--- config.mk ---
export PLATFORM = sky130hd
export DESIGN_NAME = potential_field_force_sum_core
export DESIGN_NICKNAME = d
export VERILOG_FILES = /design/src/rtl/pfs_pkg.sv /design/src/rtl/pfs_div.sv /design/src/rtl/pfs_smul.sv /design/src/rtl/potential_field_force_sum_core.sv
export SDC_FILE = /design/constraint.sdc
export NUM_CORES = 2
export LEC_CHECK = 0
export ABC_CLOCK_PERIOD_IN_PS = 10640
export BUFFER_PORTS_ARGS = -buffer_cell sky130_fd_sc_hd__buf_2
export CAP_MARGIN = 5
export CORE_ASPECT_RATIO = 0.9
export CORE_MARGIN = 10
export CORE_UTILIZATION = 30
export DETAILED_ROUTE_END_ITERATION = 16
export GPL_TIMING_DRIVEN = 0
export PLACE_DENSITY_LB_ADDON = 0.05
export SLEW_MARGIN = 20
export SYNTH_ARGS = -nofsm -noshare
export SYNTH_HDL_FRONTEND = slang
export SYNTH_SLANG_ARGS = --single-unit
export TNS_END_PERCENT = 5
--- constraint.sdc ---
create_clock -name clk -period 10.64 [get_ports clk]
set_input_delay 0.532 -clock clk [delete_from_list [all_inputs] [get_ports clk]]
set_output_delay 0.532 -clock clk [all_outputs]
set_load 0.01 [all_outputs]
--- src/rtl/pfs_pkg.sv ---
// ----------------------------------------------------------------------------
// pfs_pkg: shared types and constants of the potential field force summer
// Field widths, fixed-point constants and reset values, state and register
// codes, and the sine table generator used at elaboration.
// ----------------------------------------------------------------------------
package pfs_pkg;

	localparam int RANGE_W     = 16;
	localparam int ANGLE_W     = 16;
	localparam int POS_W       = 24;
	localparam int GAIN_W      = 16;
	localparam int DIST_W      = 16;
	localparam int FORCE_W     = 48;
	localparam int CFG_DATA_W  = 24;

	localparam int ANGLE_LSB   = RANGE_W;
	localparam int RX_LSB      = ANGLE_LSB + ANGLE_W;
	localparam int RY_LSB      = RX_LSB + POS_W;
	localparam int S_TDATA_W   = RY_LSB + POS_W;
	localparam int M_TDATA_W   = 2 * FORCE_W;

	// Repulsive magnitude and divider geometry
	localparam int NUM_SHIFT   = 24;
	localparam int FMAG_W      = GAIN_W + NUM_SHIFT;
	localparam int DEN_W       = 2 * DIST_W;
	localparam int DIV_STEPS   = FMAG_W / 2;
	localparam int DIV_CNT_W   = $clog2(DIV_STEPS);

	localparam int SUM_EXT_W   = FORCE_W + 1;
	localparam int DIFF_W      = POS_W + 1;
	localparam int ATTR_W      = GAIN_W + 1 + DIFF_W;

	localparam logic [ANGLE_W-1:0] QUARTER_TURN = 16'h4000;

	localparam logic [DIST_W-1:0]  RST_SAFE_DISTANCE   = 16'd256;
	localparam logic [DIST_W-1:0]  RST_MARGIN          = 16'd13;
	localparam logic [DIST_W-1:0]  RST_INFLUENCE_LIMIT = 16'd512;
	localparam logic [GAIN_W-1:0]  RST_REPULSE_GAIN    = 16'd128;
	localparam logic [GAIN_W-1:0]  RST_ATTRACT_GAIN    = 16'd2560;

	localparam longint PI_Q30 = 64'sd3373259426;

	typedef enum logic [2:0] {
		REG_SAFE_DISTANCE,
		REG_MARGIN,
		REG_INFLUENCE_LIMIT,
		REG_REPULSE_GAIN,
		REG_ATTRACT_GAIN,
		REG_GOAL_X,
		REG_GOAL_Y
	} cfg_reg_t;

	typedef enum logic [3:0] {
		ST_IDLE,
		ST_PREP,
		ST_START,
		ST_DIV,
		ST_MULGO,
		ST_MUL,
		ST_ADD_REP,
		ST_ADD_ATT,
		ST_EMIT
	} state_t;

	// Quarter-wave sine magnitude from a Q30 angle, Taylor series to x^21.
	function automatic longint sine_mag(input longint x, input int bits);
		longint s;
		longint t;
		longint amp;
		longint v;
		s = x;
		t = x;
		t = ((((t * x) >>> 30) * x) >>> 30) / 6;   s = s - t;
		t = ((((t * x) >>> 30) * x) >>> 30) / 20;  s = s + t;
		t = ((((t * x) >>> 30) * x) >>> 30) / 42;  s = s - t;
		t = ((((t * x) >>> 30) * x) >>> 30) / 72;  s = s + t;
		t = ((((t * x) >>> 30) * x) >>> 30) / 110; s = s - t;
		t = ((((t * x) >>> 30) * x) >>> 30) / 156; s = s + t;
		t = ((((t * x) >>> 30) * x) >>> 30) / 210; s = s - t;
		t = ((((t * x) >>> 30) * x) >>> 30) / 272; s = s + t;
		t = ((((t * x) >>> 30) * x) >>> 30) / 342; s = s - t;
		t = ((((t * x) >>> 30) * x) >>> 30) / 420; s = s + t;
		if (s < 0) begin
			s = 0;
		end
		amp = longint'(1) <<< (bits - 1);
		v = (s * amp + (longint'(1) <<< 29)) >>> 30;
		if (v > amp - 1) begin
			v = amp - 1;
		end
		return v;
	endfunction

endpackage

--- src/rtl/pfs_div.sv ---
// ----------------------------------------------------------------------------
// pfs_div: radix-4 restoring divider
// Unsigned quotient of the repulsive numerator by the squared distance,
// two quotient bits per cycle, done pulses with the quotient in place.
// ----------------------------------------------------------------------------
module pfs_div (
	input  logic                          clk,
	input  logic                          arst_n,
	input  logic                          start,
	input  logic [pfs_pkg::FMAG_W-1:0]    num,
	input  logic [pfs_pkg::DEN_W-1:0]     den,
	output logic [pfs_pkg::FMAG_W-1:0]    quot,
	output logic                          done
);

	localparam int FW = pfs_pkg::FMAG_W;
	localparam int DW = pfs_pkg::DEN_W;

	logic                           busy_q;
	logic                           done_q;
	logic [pfs_pkg::DIV_CNT_W-1:0]  cnt_q;
	logic [DW-1:0]                  rem_q;
	logic [DW-1:0]                  den_q;
	logic [FW-1:0]                  work_q;

	logic [DW:0]   trial1, diff1, trial2, diff2;
	logic          ge1, ge2;
	logic [DW-1:0] rem1, rem2;
	logic [FW-1:0] work1, work2;

	always_comb begin
		trial1 = {rem_q, work_q[FW-1]};
		diff1  = trial1 - {1'b0, den_q};
		ge1    = trial1 >= {1'b0, den_q};
		rem1   = ge1 ? diff1[DW-1:0] : trial1[DW-1:0];
		work1  = {work_q[FW-2:0], ge1};
		trial2 = {rem1, work1[FW-1]};
		diff2  = trial2 - {1'b0, den_q};
		ge2    = trial2 >= {1'b0, den_q};
		rem2   = ge2 ? diff2[DW-1:0] : trial2[DW-1:0];
		work2  = {work1[FW-2:0], ge2};
	end

	always_ff @(posedge clk or negedge arst_n) begin
		if (!arst_n) begin
			busy_q <= 1'b0;
			done_q <= 1'b0;
			cnt_q  <= '0;
		end else begin
			done_q <= 1'b0;
			if (start) begin
				busy_q <= 1'b1;
				cnt_q  <= pfs_pkg::DIV_CNT_W'(pfs_pkg::DIV_STEPS - 1);
			end else if (busy_q) begin
				if (cnt_q == '0) begin
					busy_q <= 1'b0;
					done_q <= 1'b1;
				end else begin
					cnt_q <= cnt_q - 1'b1;
				end
			end
		end
	end

	always_ff @(posedge clk) begin
		if (start) begin
			rem_q  <= '0;
			den_q  <= den;
			work_q <= num;
		end else if (busy_q) begin
			rem_q  <= rem2;
			work_q <= work2;
		end
	end

	assign quot = work_q;
	assign done = done_q;

endmodule

--- src/rtl/pfs_smul.sv ---
// ----------------------------------------------------------------------------
// pfs_smul: bit-serial scaling multiplier
// Computes floor(f * coef / 2^COEF_W) one coefficient bit per cycle with a
// right-shifting accumulator.
// ----------------------------------------------------------------------------
module pfs_smul #(
	parameter int COEF_W = 15
) (
	input  logic                        clk,
	input  logic                        arst_n,
	input  logic                        start,
	input  logic [pfs_pkg::FMAG_W-1:0]  f,
	input  logic [COEF_W-1:0]           coef,
	output logic [pfs_pkg::FMAG_W-1:0]  prod,
	output logic                        done
);

	localparam int FW    = pfs_pkg::FMAG_W;
	localparam int CNT_W = $clog2(COEF_W);

	logic              busy_q;
	logic              done_q;
	logic [CNT_W-1:0]  cnt_q;
	logic [FW-1:0]     acc_q;
	logic [FW-1:0]     f_q;
	logic [COEF_W-1:0] coef_q;
	logic [FW:0]       sum;

	assign sum = {1'b0, acc_q} + (coef_q[0] ? {1'b0, f_q} : {(FW + 1){1'b0}});

	always_ff @(posedge clk or negedge arst_n) begin
		if (!arst_n) begin
			busy_q <= 1'b0;
			done_q <= 1'b0;
			cnt_q  <= '0;
		end else begin
			done_q <= 1'b0;
			if (start) begin
				busy_q <= 1'b1;
				cnt_q  <= CNT_W'(COEF_W - 1);
			end else if (busy_q) begin
				if (cnt_q == '0) begin
					busy_q <= 1'b0;
					done_q <= 1'b1;
				end else begin
					cnt_q <= cnt_q - 1'b1;
				end
			end
		end
	end

	always_ff @(posedge clk) begin
		if (start) begin
			acc_q  <= '0;
			f_q    <= f;
			coef_q <= coef;
		end else if (busy_q) begin
			acc_q  <= sum[FW:1];
			coef_q <= coef_q >> 1;
		end
	end

	assign prod = acc_q;
	assign done = done_q;

endmodule

--- src/rtl/potential_field_force_sum_core.sv ---
// ----------------------------------------------------------------------------
// potential_field_force_sum_core: laser scan potential field force summer
// Accumulates per-ray repulsive forces and adds the goal attraction on the
// last ray of a scan.
// ----------------------------------------------------------------------------
// Usage:
//   s_*   one ray per word: range, bearing, robot position; tlast ends a scan.
//   m_*   one word per scan: force_x, force_y in tdata, clip flag in tuser.
//   cfg_* register writes, always ready; write only while the block is idle.
// Timing:
//   A ray in the repulsive zones is held from accept to the next accept while
//   it passes the two-bit-per-cycle divider and then the bit-serial sine
//   scaling multipliers; no new ray is taken meanwhile.
//   A ray with no division (outside the zones or zero margin) skips the divider.
//   The last ray of a scan also passes the attraction add and the emit state;
//   its result is valid on m_tvalid once the result register is loaded.
// Stalls and reset:
//   The result register holds a word until m_tready; rays of the next scan
//   keep flowing, and only the next last ray waits for the register to free.
//   Reset loads register defaults, clears the sums and drops m_tvalid.
// ----------------------------------------------------------------------------
module potential_field_force_sum_core #(
	parameter int SINE_TABLE_DEPTH = 256,
	parameter int SINE_BITS        = 16
) (
	input  logic                              clk,
	input  logic                              arst_n,
	input  logic                              s_tvalid,
	output logic                              s_tready,
	// ray_range, ray_angle, robot_x, robot_y
	input  logic [pfs_pkg::S_TDATA_W-1:0]     s_tdata,
	input  logic                              s_tlast,
	output logic                              m_tvalid,
	input  logic                              m_tready,
	// force_x, force_y
	output logic [pfs_pkg::M_TDATA_W-1:0]     m_tdata,
	// saturated
	output logic                              m_tuser,
	input  logic                              cfg_valid,
	output logic                              cfg_ready,
	input  pfs_pkg::cfg_reg_t                 cfg_index,
	input  logic [pfs_pkg::CFG_DATA_W-1:0]    cfg_data
);

	localparam int IDX_W     = $clog2(SINE_TABLE_DEPTH);
	localparam int COEF_W    = SINE_BITS - 1;
	localparam int IPROD_W   = pfs_pkg::ANGLE_W + IDX_W + 1;
	localparam int FW        = pfs_pkg::FMAG_W;
	localparam int SW        = pfs_pkg::SUM_EXT_W;
	localparam int OW        = pfs_pkg::FORCE_W;
	localparam int AW        = pfs_pkg::ATTR_W;
	localparam logic [OW-1:0] FORCE_MAX = {1'b0, {(OW - 1){1'b1}}};
	localparam logic [OW-1:0] FORCE_MIN = {1'b1, {(OW - 1){1'b0}}};

	logic signed [SINE_BITS-1:0] sine_rom [SINE_TABLE_DEPTH];

	for (genvar k = 0; k < SINE_TABLE_DEPTH; k++) begin : g_rom
		localparam longint M  = 4 * k;
		localparam longint Q  = M / SINE_TABLE_DEPTH;
		localparam longint R0 = M % SINE_TABLE_DEPTH;
		localparam longint R  = (Q % 2 == 1) ? SINE_TABLE_DEPTH - R0 : R0;
		localparam longint X  = (pfs_pkg::PI_Q30 * R) / (2 * SINE_TABLE_DEPTH);
		localparam longint V  = pfs_pkg::sine_mag(X, SINE_BITS);
		localparam longint E  = (Q >= 2) ? -V : V;
		assign sine_rom[k] = SINE_BITS'(E);
	end

	pfs_pkg::state_t state_q, state_d;

	// configuration
	logic [pfs_pkg::DIST_W-1:0] safe_distance_q, margin_q, influence_limit_q;
	logic [pfs_pkg::GAIN_W-1:0] repulse_gain_q, attract_gain_q;
	logic [pfs_pkg::POS_W-1:0]  goal_x_q, goal_y_q;

	// ray
	logic [pfs_pkg::RANGE_W-1:0] range_q;
	logic [pfs_pkg::ANGLE_W-1:0] angle_q;
	logic [pfs_pkg::POS_W-1:0]   robot_x_q, robot_y_q;
	logic                        last_q;

	logic [pfs_pkg::DEN_W-1:0]   den_q;
	logic [FW-1:0]               num_q;
	logic                        hit_q;
	logic signed [AW-1:0]        attr_x_q, attr_y_q;
	logic signed [SINE_BITS-1:0] cos_q, sin_q;
	logic [FW-1:0]               f_q;

	logic [OW-1:0] sum_x_q, sum_y_q;
	logic          clip_q;

	logic              out_valid_q;
	logic [OW-1:0]     out_x_q, out_y_q;
	logic              out_clip_q;

	logic accept, div_start, div_done, mul_start, mul_x_done, mul_y_done, load_out;
	logic [FW-1:0] div_quot, prod_x, prod_y;

	// ------------------------------------------------------------------------
	// FSM
	// ------------------------------------------------------------------------
	always_ff @(posedge clk or negedge arst_n) begin
		if (!arst_n) begin
			state_q <= pfs_pkg::ST_IDLE;
		end else begin
			state_q <= state_d;
		end
	end

	always_comb begin
		state_d   = state_q;
		s_tready  = 1'b0;
		div_start = 1'b0;
		mul_start = 1'b0;
		load_out  = 1'b0;
		unique case (state_q)
			pfs_pkg::ST_IDLE: begin
				s_tready = 1'b1;
				if (s_tvalid) begin
					state_d = pfs_pkg::ST_PREP;
				end
			end
			pfs_pkg::ST_PREP: begin
				state_d = pfs_pkg::ST_START;
			end
			pfs_pkg::ST_START: begin
				if (hit_q && den_q != '0) begin
					div_start = 1'b1;
					state_d   = pfs_pkg::ST_DIV;
				end else begin
					state_d = pfs_pkg::ST_MULGO;
				end
			end
			pfs_pkg::ST_DIV: begin
				if (div_done) begin
					state_d = pfs_pkg::ST_MULGO;
				end
			end
			pfs_pkg::ST_MULGO: begin
				mul_start = 1'b1;
				state_d   = pfs_pkg::ST_MUL;
			end
			pfs_pkg::ST_MUL: begin
				if (mul_x_done && mul_y_done) begin
					state_d = pfs_pkg::ST_ADD_REP;
				end
			end
			pfs_pkg::ST_ADD_REP: begin
				state_d = last_q ? pfs_pkg::ST_ADD_ATT : pfs_pkg::ST_IDLE;
			end
			pfs_pkg::ST_ADD_ATT: begin
				state_d = pfs_pkg::ST_EMIT;
			end
			pfs_pkg::ST_EMIT: begin
				if (!out_valid_q || m_tready) begin
					load_out = 1'b1;
					state_d  = pfs_pkg::ST_IDLE;
				end
			end
			default: begin
				state_d = pfs_pkg::ST_IDLE;
			end
		endcase
	end

	assign accept = s_tvalid && s_tready;

	// ------------------------------------------------------------------------
	// configuration
	// ------------------------------------------------------------------------
	assign cfg_ready = 1'b1;

	always_ff @(posedge clk or negedge arst_n) begin
		if (!arst_n) begin
			safe_distance_q   <= pfs_pkg::RST_SAFE_DISTANCE;
			margin_q          <= pfs_pkg::RST_MARGIN;
			influence_limit_q <= pfs_pkg::RST_INFLUENCE_LIMIT;
			repulse_gain_q    <= pfs_pkg::RST_REPULSE_GAIN;
			attract_gain_q    <= pfs_pkg::RST_ATTRACT_GAIN;
			goal_x_q          <= '0;
			goal_y_q          <= '0;
		end else if (cfg_valid) begin
			unique case (cfg_index)
				pfs_pkg::REG_SAFE_DISTANCE:   safe_distance_q   <= cfg_data[pfs_pkg::DIST_W-1:0];
				pfs_pkg::REG_MARGIN:          margin_q          <= cfg_data[pfs_pkg::DIST_W-1:0];
				pfs_pkg::REG_INFLUENCE_LIMIT: influence_limit_q <= cfg_data[pfs_pkg::DIST_W-1:0];
				pfs_pkg::REG_REPULSE_GAIN:    repulse_gain_q    <= cfg_data[pfs_pkg::GAIN_W-1:0];
				pfs_pkg::REG_ATTRACT_GAIN:    attract_gain_q    <= cfg_data[pfs_pkg::GAIN_W-1:0];
				pfs_pkg::REG_GOAL_X:          goal_x_q          <= cfg_data[pfs_pkg::POS_W-1:0];
				pfs_pkg::REG_GOAL_Y:          goal_y_q          <= cfg_data[pfs_pkg::POS_W-1:0];
				default: ;
			endcase
		end
	end

	// ------------------------------------------------------------------------
	// zone, divisor, attraction and sine lookup
	// ------------------------------------------------------------------------
	logic [pfs_pkg::DIST_W:0]    near_lim;
	logic                        near_zone, mid_zone;
	logic [pfs_pkg::DIST_W-1:0]  divisor;
	logic signed [pfs_pkg::DIFF_W-1:0] dx, dy;
	logic signed [pfs_pkg::GAIN_W:0]   gain_s;
	logic signed [AW-1:0]        attr_x, attr_y;
	logic [pfs_pkg::ANGLE_W-1:0] angle_c;
	logic [IPROD_W-1:0]          si_prod, ci_prod;
	logic [IDX_W-1:0]            rd_idx;

	always_comb begin
		near_lim  = {1'b0, safe_distance_q} + {1'b0, margin_q};
		mid_zone  = ({1'b0, range_q} > near_lim) && (range_q < influence_limit_q);
		near_zone = {1'b0, range_q} <= near_lim;
		divisor   = mid_zone ? range_q - safe_distance_q : margin_q;
		dx        = $signed({goal_x_q[pfs_pkg::POS_W-1], goal_x_q})
		          - $signed({robot_x_q[pfs_pkg::POS_W-1], robot_x_q});
		dy        = $signed({goal_y_q[pfs_pkg::POS_W-1], goal_y_q})
		          - $signed({robot_y_q[pfs_pkg::POS_W-1], robot_y_q});
		gain_s    = $signed({1'b0, attract_gain_q});
		attr_x    = gain_s * dx;
		attr_y    = gain_s * dy;
		angle_c   = angle_q + pfs_pkg::QUARTER_TURN;
		si_prod   = IPROD_W'(angle_q) * IPROD_W'(SINE_TABLE_DEPTH);
		ci_prod   = IPROD_W'(angle_c) * IPROD_W'(SINE_TABLE_DEPTH);
		rd_idx    = (state_q == pfs_pkg::ST_PREP) ? ci_prod[pfs_pkg::ANGLE_W +: IDX_W]
		                                          : si_prod[pfs_pkg::ANGLE_W +: IDX_W];
	end

	// ------------------------------------------------------------------------
	// force magnitude and component scaling
	// ------------------------------------------------------------------------
	pfs_div u_div (
		.clk    (clk),
		.arst_n (arst_n),
		.start  (div_start),
		.num    (num_q),
		.den    (den_q),
		.quot   (div_quot),
		.done   (div_done)
	);

	logic [SINE_BITS-1:0] cos_abs, sin_abs;

	assign cos_abs = cos_q[SINE_BITS-1] ? $unsigned(-cos_q) : $unsigned(cos_q);
	assign sin_abs = sin_q[SINE_BITS-1] ? $unsigned(-sin_q) : $unsigned(sin_q);

	pfs_smul #(.COEF_W(COEF_W)) u_smul_x (
		.clk    (clk),
		.arst_n (arst_n),
		.start  (mul_start),
		.f      (f_q),
		.coef   (cos_abs[COEF_W-1:0]),
		.prod   (prod_x),
		.done   (mul_x_done)
	);

	pfs_smul #(.COEF_W(COEF_W)) u_smul_y (
		.clk    (clk),
		.arst_n (arst_n),
		.start  (mul_start),
		.f      (f_q),
		.coef   (sin_abs[COEF_W-1:0]),
		.prod   (prod_y),
		.done   (mul_y_done)
	);

	// ------------------------------------------------------------------------
	// saturating sums
	// ------------------------------------------------------------------------
	logic [SW-1:0] px_ext, py_ext, add_x, add_y, ext_x, ext_y;
	logic          ovf_x, ovf_y;
	logic [OW-1:0] sat_x, sat_y;

	always_comb begin
		px_ext = {{(SW - FW){1'b0}}, prod_x};
		py_ext = {{(SW - FW){1'b0}}, prod_y};
		if (state_q == pfs_pkg::ST_ADD_REP) begin
			add_x = cos_q[SINE_BITS-1] ? px_ext : SW'(0) - px_ext;
			add_y = sin_q[SINE_BITS-1] ? py_ext : SW'(0) - py_ext;
		end else begin
			add_x = {{(SW - AW){attr_x_q[AW-1]}}, attr_x_q};
			add_y = {{(SW - AW){attr_y_q[AW-1]}}, attr_y_q};
		end
		ext_x = {sum_x_q[OW-1], sum_x_q} + add_x;
		ext_y = {sum_y_q[OW-1], sum_y_q} + add_y;
		ovf_x = ext_x[OW] ^ ext_x[OW-1];
		ovf_y = ext_y[OW] ^ ext_y[OW-1];
		sat_x = ovf_x ? (ext_x[OW] ? FORCE_MIN : FORCE_MAX) : ext_x[OW-1:0];
		sat_y = ovf_y ? (ext_y[OW] ? FORCE_MIN : FORCE_MAX) : ext_y[OW-1:0];
	end

	always_ff @(posedge clk or negedge arst_n) begin
		if (!arst_n) begin
			sum_x_q <= '0;
			sum_y_q <= '0;
			clip_q  <= 1'b0;
		end else begin
			priority if (load_out) begin
				sum_x_q <= '0;
				sum_y_q <= '0;
				clip_q  <= 1'b0;
			end else if (state_q == pfs_pkg::ST_ADD_REP || state_q == pfs_pkg::ST_ADD_ATT) begin
				sum_x_q <= sat_x;
				sum_y_q <= sat_y;
				clip_q  <= clip_q | ovf_x | ovf_y;
			end else if (state_q == pfs_pkg::ST_START && hit_q && den_q == '0 && num_q != '0) begin
				clip_q  <= 1'b1;
			end else begin
				clip_q  <= clip_q;
			end
		end
	end

	// ------------------------------------------------------------------------
	// ray datapath
	// ------------------------------------------------------------------------
	always_ff @(posedge clk) begin
		if (accept) begin
			range_q   <= s_tdata[0 +: pfs_pkg::RANGE_W];
			angle_q   <= s_tdata[pfs_pkg::ANGLE_LSB +: pfs_pkg::ANGLE_W];
			robot_x_q <= s_tdata[pfs_pkg::RX_LSB +: pfs_pkg::POS_W];
			robot_y_q <= s_tdata[pfs_pkg::RY_LSB +: pfs_pkg::POS_W];
			last_q    <= s_tlast;
		end
		if (state_q == pfs_pkg::ST_PREP) begin
			den_q    <= divisor * divisor;
			num_q    <= {repulse_gain_q, {pfs_pkg::NUM_SHIFT{1'b0}}};
			hit_q    <= near_zone || mid_zone;
			attr_x_q <= attr_x;
			attr_y_q <= attr_y;
			cos_q    <= sine_rom[rd_idx];
		end
		if (state_q == pfs_pkg::ST_START) begin
			sin_q <= sine_rom[rd_idx];
			if (!hit_q || num_q == '0) begin
				f_q <= '0;
			end else if (den_q == '0) begin
				f_q <= {FW{1'b1}};
			end
		end
		if (state_q == pfs_pkg::ST_DIV && div_done) begin
			f_q <= div_quot;
		end
	end

	// ------------------------------------------------------------------------
	// result register
	// ------------------------------------------------------------------------
	always_ff @(posedge clk or negedge arst_n) begin
		if (!arst_n) begin
			out_valid_q <= 1'b0;
		end else if (load_out) begin
			out_valid_q <= 1'b1;
		end else if (m_tready) begin
			out_valid_q <= 1'b0;
		end
	end

	always_ff @(posedge clk) begin
		if (load_out) begin
			out_x_q    <= sum_x_q;
			out_y_q    <= sum_y_q;
			out_clip_q <= clip_q;
		end
	end

	assign m_tvalid = out_valid_q;
	assign m_tdata  = {out_y_q, out_x_q};
	assign m_tuser  = out_clip_q;

endmodule

==> flow_summary_export.csv <==
group,metric,value,unit
sta,drv_slew,0,
sta,maxClockFrequency,0.0961,GHz
routing,vias,75100,
floorplanning,initial_core_util,30.1,%
sta,fin_worst_skew,83.4,ps
logic_synthesis,synth_top_area_share,20.9,%
routing,drtIter0Drc,6649,
logic_synthesis,seq_area_frac_synth,26.1,%
setup_path,crit-reg2reg-launch,"margin_q[1]",
floorplanning,coreArea,304000,um2
logic_synthesis,synth_area_leader_cell,"fa_1",
floorplanning,rows,192,
setup_path,critPathTopFamily,"adder cells",
global_route,grt_max_degree,73,
setup_path,cpPeakStageDelay,560,ps
clock_network,cts_sinks,876,
routing,met2WireLength,163,mm
setup_path,startpoint_type,"flip-flop",
sta,holdWs,47.3,ps
setup_path,slowest_stage,"fa_1",
routing,drc,0,
place,place_congestion,0.978,
logic_synthesis,synth.most_common_cell,"inv_1",
sta,relSlewSlack,7.73,%
routing,wl_per_cell,26.3,um
finish,layout-drive-gt1-share,8.26,%
run_status,status,"completed",
setup_path,crit_path_frequent_cell,"fa_1",
routing,met3_length,22.8,mm
logic_synthesis,synth_common_cells,"inv_1, nand2_1, fa_1, ha_1, nor2_1",
routing,firstDrtPassIters,6,
logic_synthesis,syn_avg_cell_area,9.09,um2
logic_synthesis,yosys_warnings,0,
sta,post-route-period-util,97.8,%
place,detailed_place.area,98300,um2
clock_network,worstSkewPairLatency,900,ps
finish,seqCellArea,23900,um2
place,post-place-cells,14400,
setup_path,worst_ep_required_time,11210,ps
sta,tightest_slew,1370,ps
finish,multiInputGateArea,61500,um2
floorplanning,ios,213,
routing,met1_length,193,mm
setup_path,startpoint,"margin_q[1]",
finish,final_cell_area,105000,um2
sta,period_minus_slack,10400,ps
clock_network,clk_pin_slew,60,ps
clock_network,root_buffer,"clkbuf_16",
worst_hold_path,holdPathStages,3,
global_route,grt.overflow.total,0,
logic_synthesis,synthTopCellsByArea,"fa_1, edfxtp_1, ha_1",
place,portBuffers,201,
setup_path,ff2ff_path_depth,46,
routing,ant_nets,0,
global_route,grt_pass1_wl,557,mm
clock_network,clockBufferDepth,4,
clock_network,cts.htree.levels,3,
logic_synthesis,synth_nets,11800,
setup_path,crit_type,"reg2reg",
global_route,grt_pass1_vias,76400,
sta,rsz0062_at_grt,"true",
floorplanning,die_w,603,um
logic_synthesis,synthDistinctLibCells,111,
setup_path,cp.arrival,10970,ps
logic_synthesis,synth-edff-count,515,
worst_hold_path,min_from,"m_tready",
setup_path,cp.depth,46,
logic_synthesis,netlist_area,91600,um2
routing,vias_per_cell,5.10,
setup_path,crit_fanout,6,
place,dp_hpwl,313,mm
logic_synthesis,synthFlopType,"edfxtp_1",
setup_path,critPathCaptureType,"flip-flop",
worst_hold_path,hold_class,"in2reg",
finish,fill_cells,31700,
finish,fin_nets,12300,
sta,fin_setup_tns,0,ps
logic_synthesis,synthCells,10100,
finish,final_cells,14700,
global_route,antenna_found_initial,36,
logic_synthesis,synthArstFlopShare,28.4,%
routing,dr.max_layer_used,"met4",
job,cap_viol_max_count,0,
clock_network,cts_tree,"yes",
global_route,grt_use_total,23.0,%
sta,hold_viol,0,
clock_network,numCtsBuffers,114,
setup_path,crit_buf_inv,10,
logic_synthesis,ys_seq_elements,876,
sta,finalSetupViolCount,0,
finish,syn2layout_area_growth,14.1,%
routing,drt_wl_total,388,mm
floorplanning,die-area,328000,um2
floorplanning,dieHeight,544,um
-- routing by layer --
layer	up-vias	GRT usage, %
met5	-	0
met4	0	4.44
met3	358	3.49
met2	2293	34.5
met1	38000	34.9
li1	34500	-
-- state kept, by name, indices dropped and copies added, names as in the netlist, 24 cells and up --
name,count
robot_y_q,24
goal_x_q,24
den_q,31
out_x_q,48
attr_y_q,42
attr_x_q,42
u_div.quot,40
robot_x_q,24
u_smul_x.f_q,40
u_smul_y.prod,40
u_div.den_q,31
out_y_q,48
goal_y_q,24
f_q,40
u_smul_x.prod,40
u_div.rem_q,32
sum_x_q,48
sum_y_q,48
-- cell usage in the layout, fill, tap and decap left out, drive strengths merged, types with 79 or more instances in the layout --
| master | instances |
|---|---|
| inv | 1421 |
| nand2 | 1219 |
| fa | 955 |
| ha | 676 |
| o21ai | 664 |
| nor2 | 629 |
| a21oi | 558 |
| edfxtp | 515 |
| clkbuf | 505 |
| and2 | 408 |
| buf | 358 |
| xnor2 | 308 |
| dfrtp | 241 |
| a21o | 195 |
| xor2 | 157 |
| nor3 | 140 |
| nand3 | 117 |
| dfxtp | 112 |
| mux2 | 111 |
| nand2b | 101 |
| mux2i | 88 |
| a211oi | 85 |
| dlygate4sd3 | 82 |
| nor2b | 79 |
-- cells by family (layout without fill, tap and decap cells) --
family	Yosys count	after routing	synth area share [%]
AO/OA/AOI/OAI	2035	2035	13.7
XOR/XNOR	465	465	4.45
other	1	21	0.00409
multiplexers	206	206	2.54
adder cells (fa/ha/maj)	1632	1632	30.1
AND/OR/NAND/NOR	3005	3005	15.3
flip-flops	876	876	26.1
buffers and inverters	1858	2433	7.72
-- cell type report --
| class | count | share of cell area, % |
|---|---|---|
| Inverter | 1423 | 5.13 |
| Clock inverter | 65 | 0.847 |
| Antenna cell | 20 | 0.0478 |
| Multi-Input combinational cell | 7344 | 58.8 |
| Tap cell | 4074 | 4.87 |
| Buffer | 432 | 1.77 |
| Timing Repair Buffer | 370 | 2.74 |
| Clock buffer | 143 | 2.93 |
| Sequential cell | 876 | 22.9 |
-- worst paths after layout --
path	endpoint	slack (ps)
setup / recovery	den_q[30]	240
min in group asynchronous	sum_y_q[19]	150
setup reg to reg	den_q[30]	240
hold / removal	m_tvalid	50
hold reg to reg	u_smul_x.f_q[26]	380
max in group asynchronous	influence_limit_q[9]	9040
-- per-stage QoR --
| step | setup slack (ps) | utilization [%] |
|---|---|---|
| floorplan | 356 | - |
| global placement | -2860 | 32.1 |
| detailed placement | -2030 | 32.3 |
| CTS | -41.9 | 34.1 |
| global route | -215 | 34.4 |
| finish | 235 | 34.4 |
-- worst reg2reg max path: cells and delay by family (launching register included) --
family | cells | cell delay [ps]
multiplexers | 1 | 370
buffers and inverters | 10 | 810
AND/OR/NAND/NOR | 4 | 720
flip-flops | 1 | 430
XOR/XNOR | 2 | 290
adder cells (fa/ha/maj) | 9 | 3810
AO/OA/AOI/OAI | 20 | 3700
-- what timing repair did --
action / 4_1_cts / 5_1_grt
pin swaps: 21 / 62
setup buffers: 27 / 40
gates cloned: 1 / 2
resized for setup: 106 / 138
hold buffers: 82 / 0
setup endpoints to repair: 35 / 33
endpoints found under the hold margin: 194 / 0
Power is not shown: default switching activity piles up to over one toggle a cycle in this logic, so the estimate is an artifact.
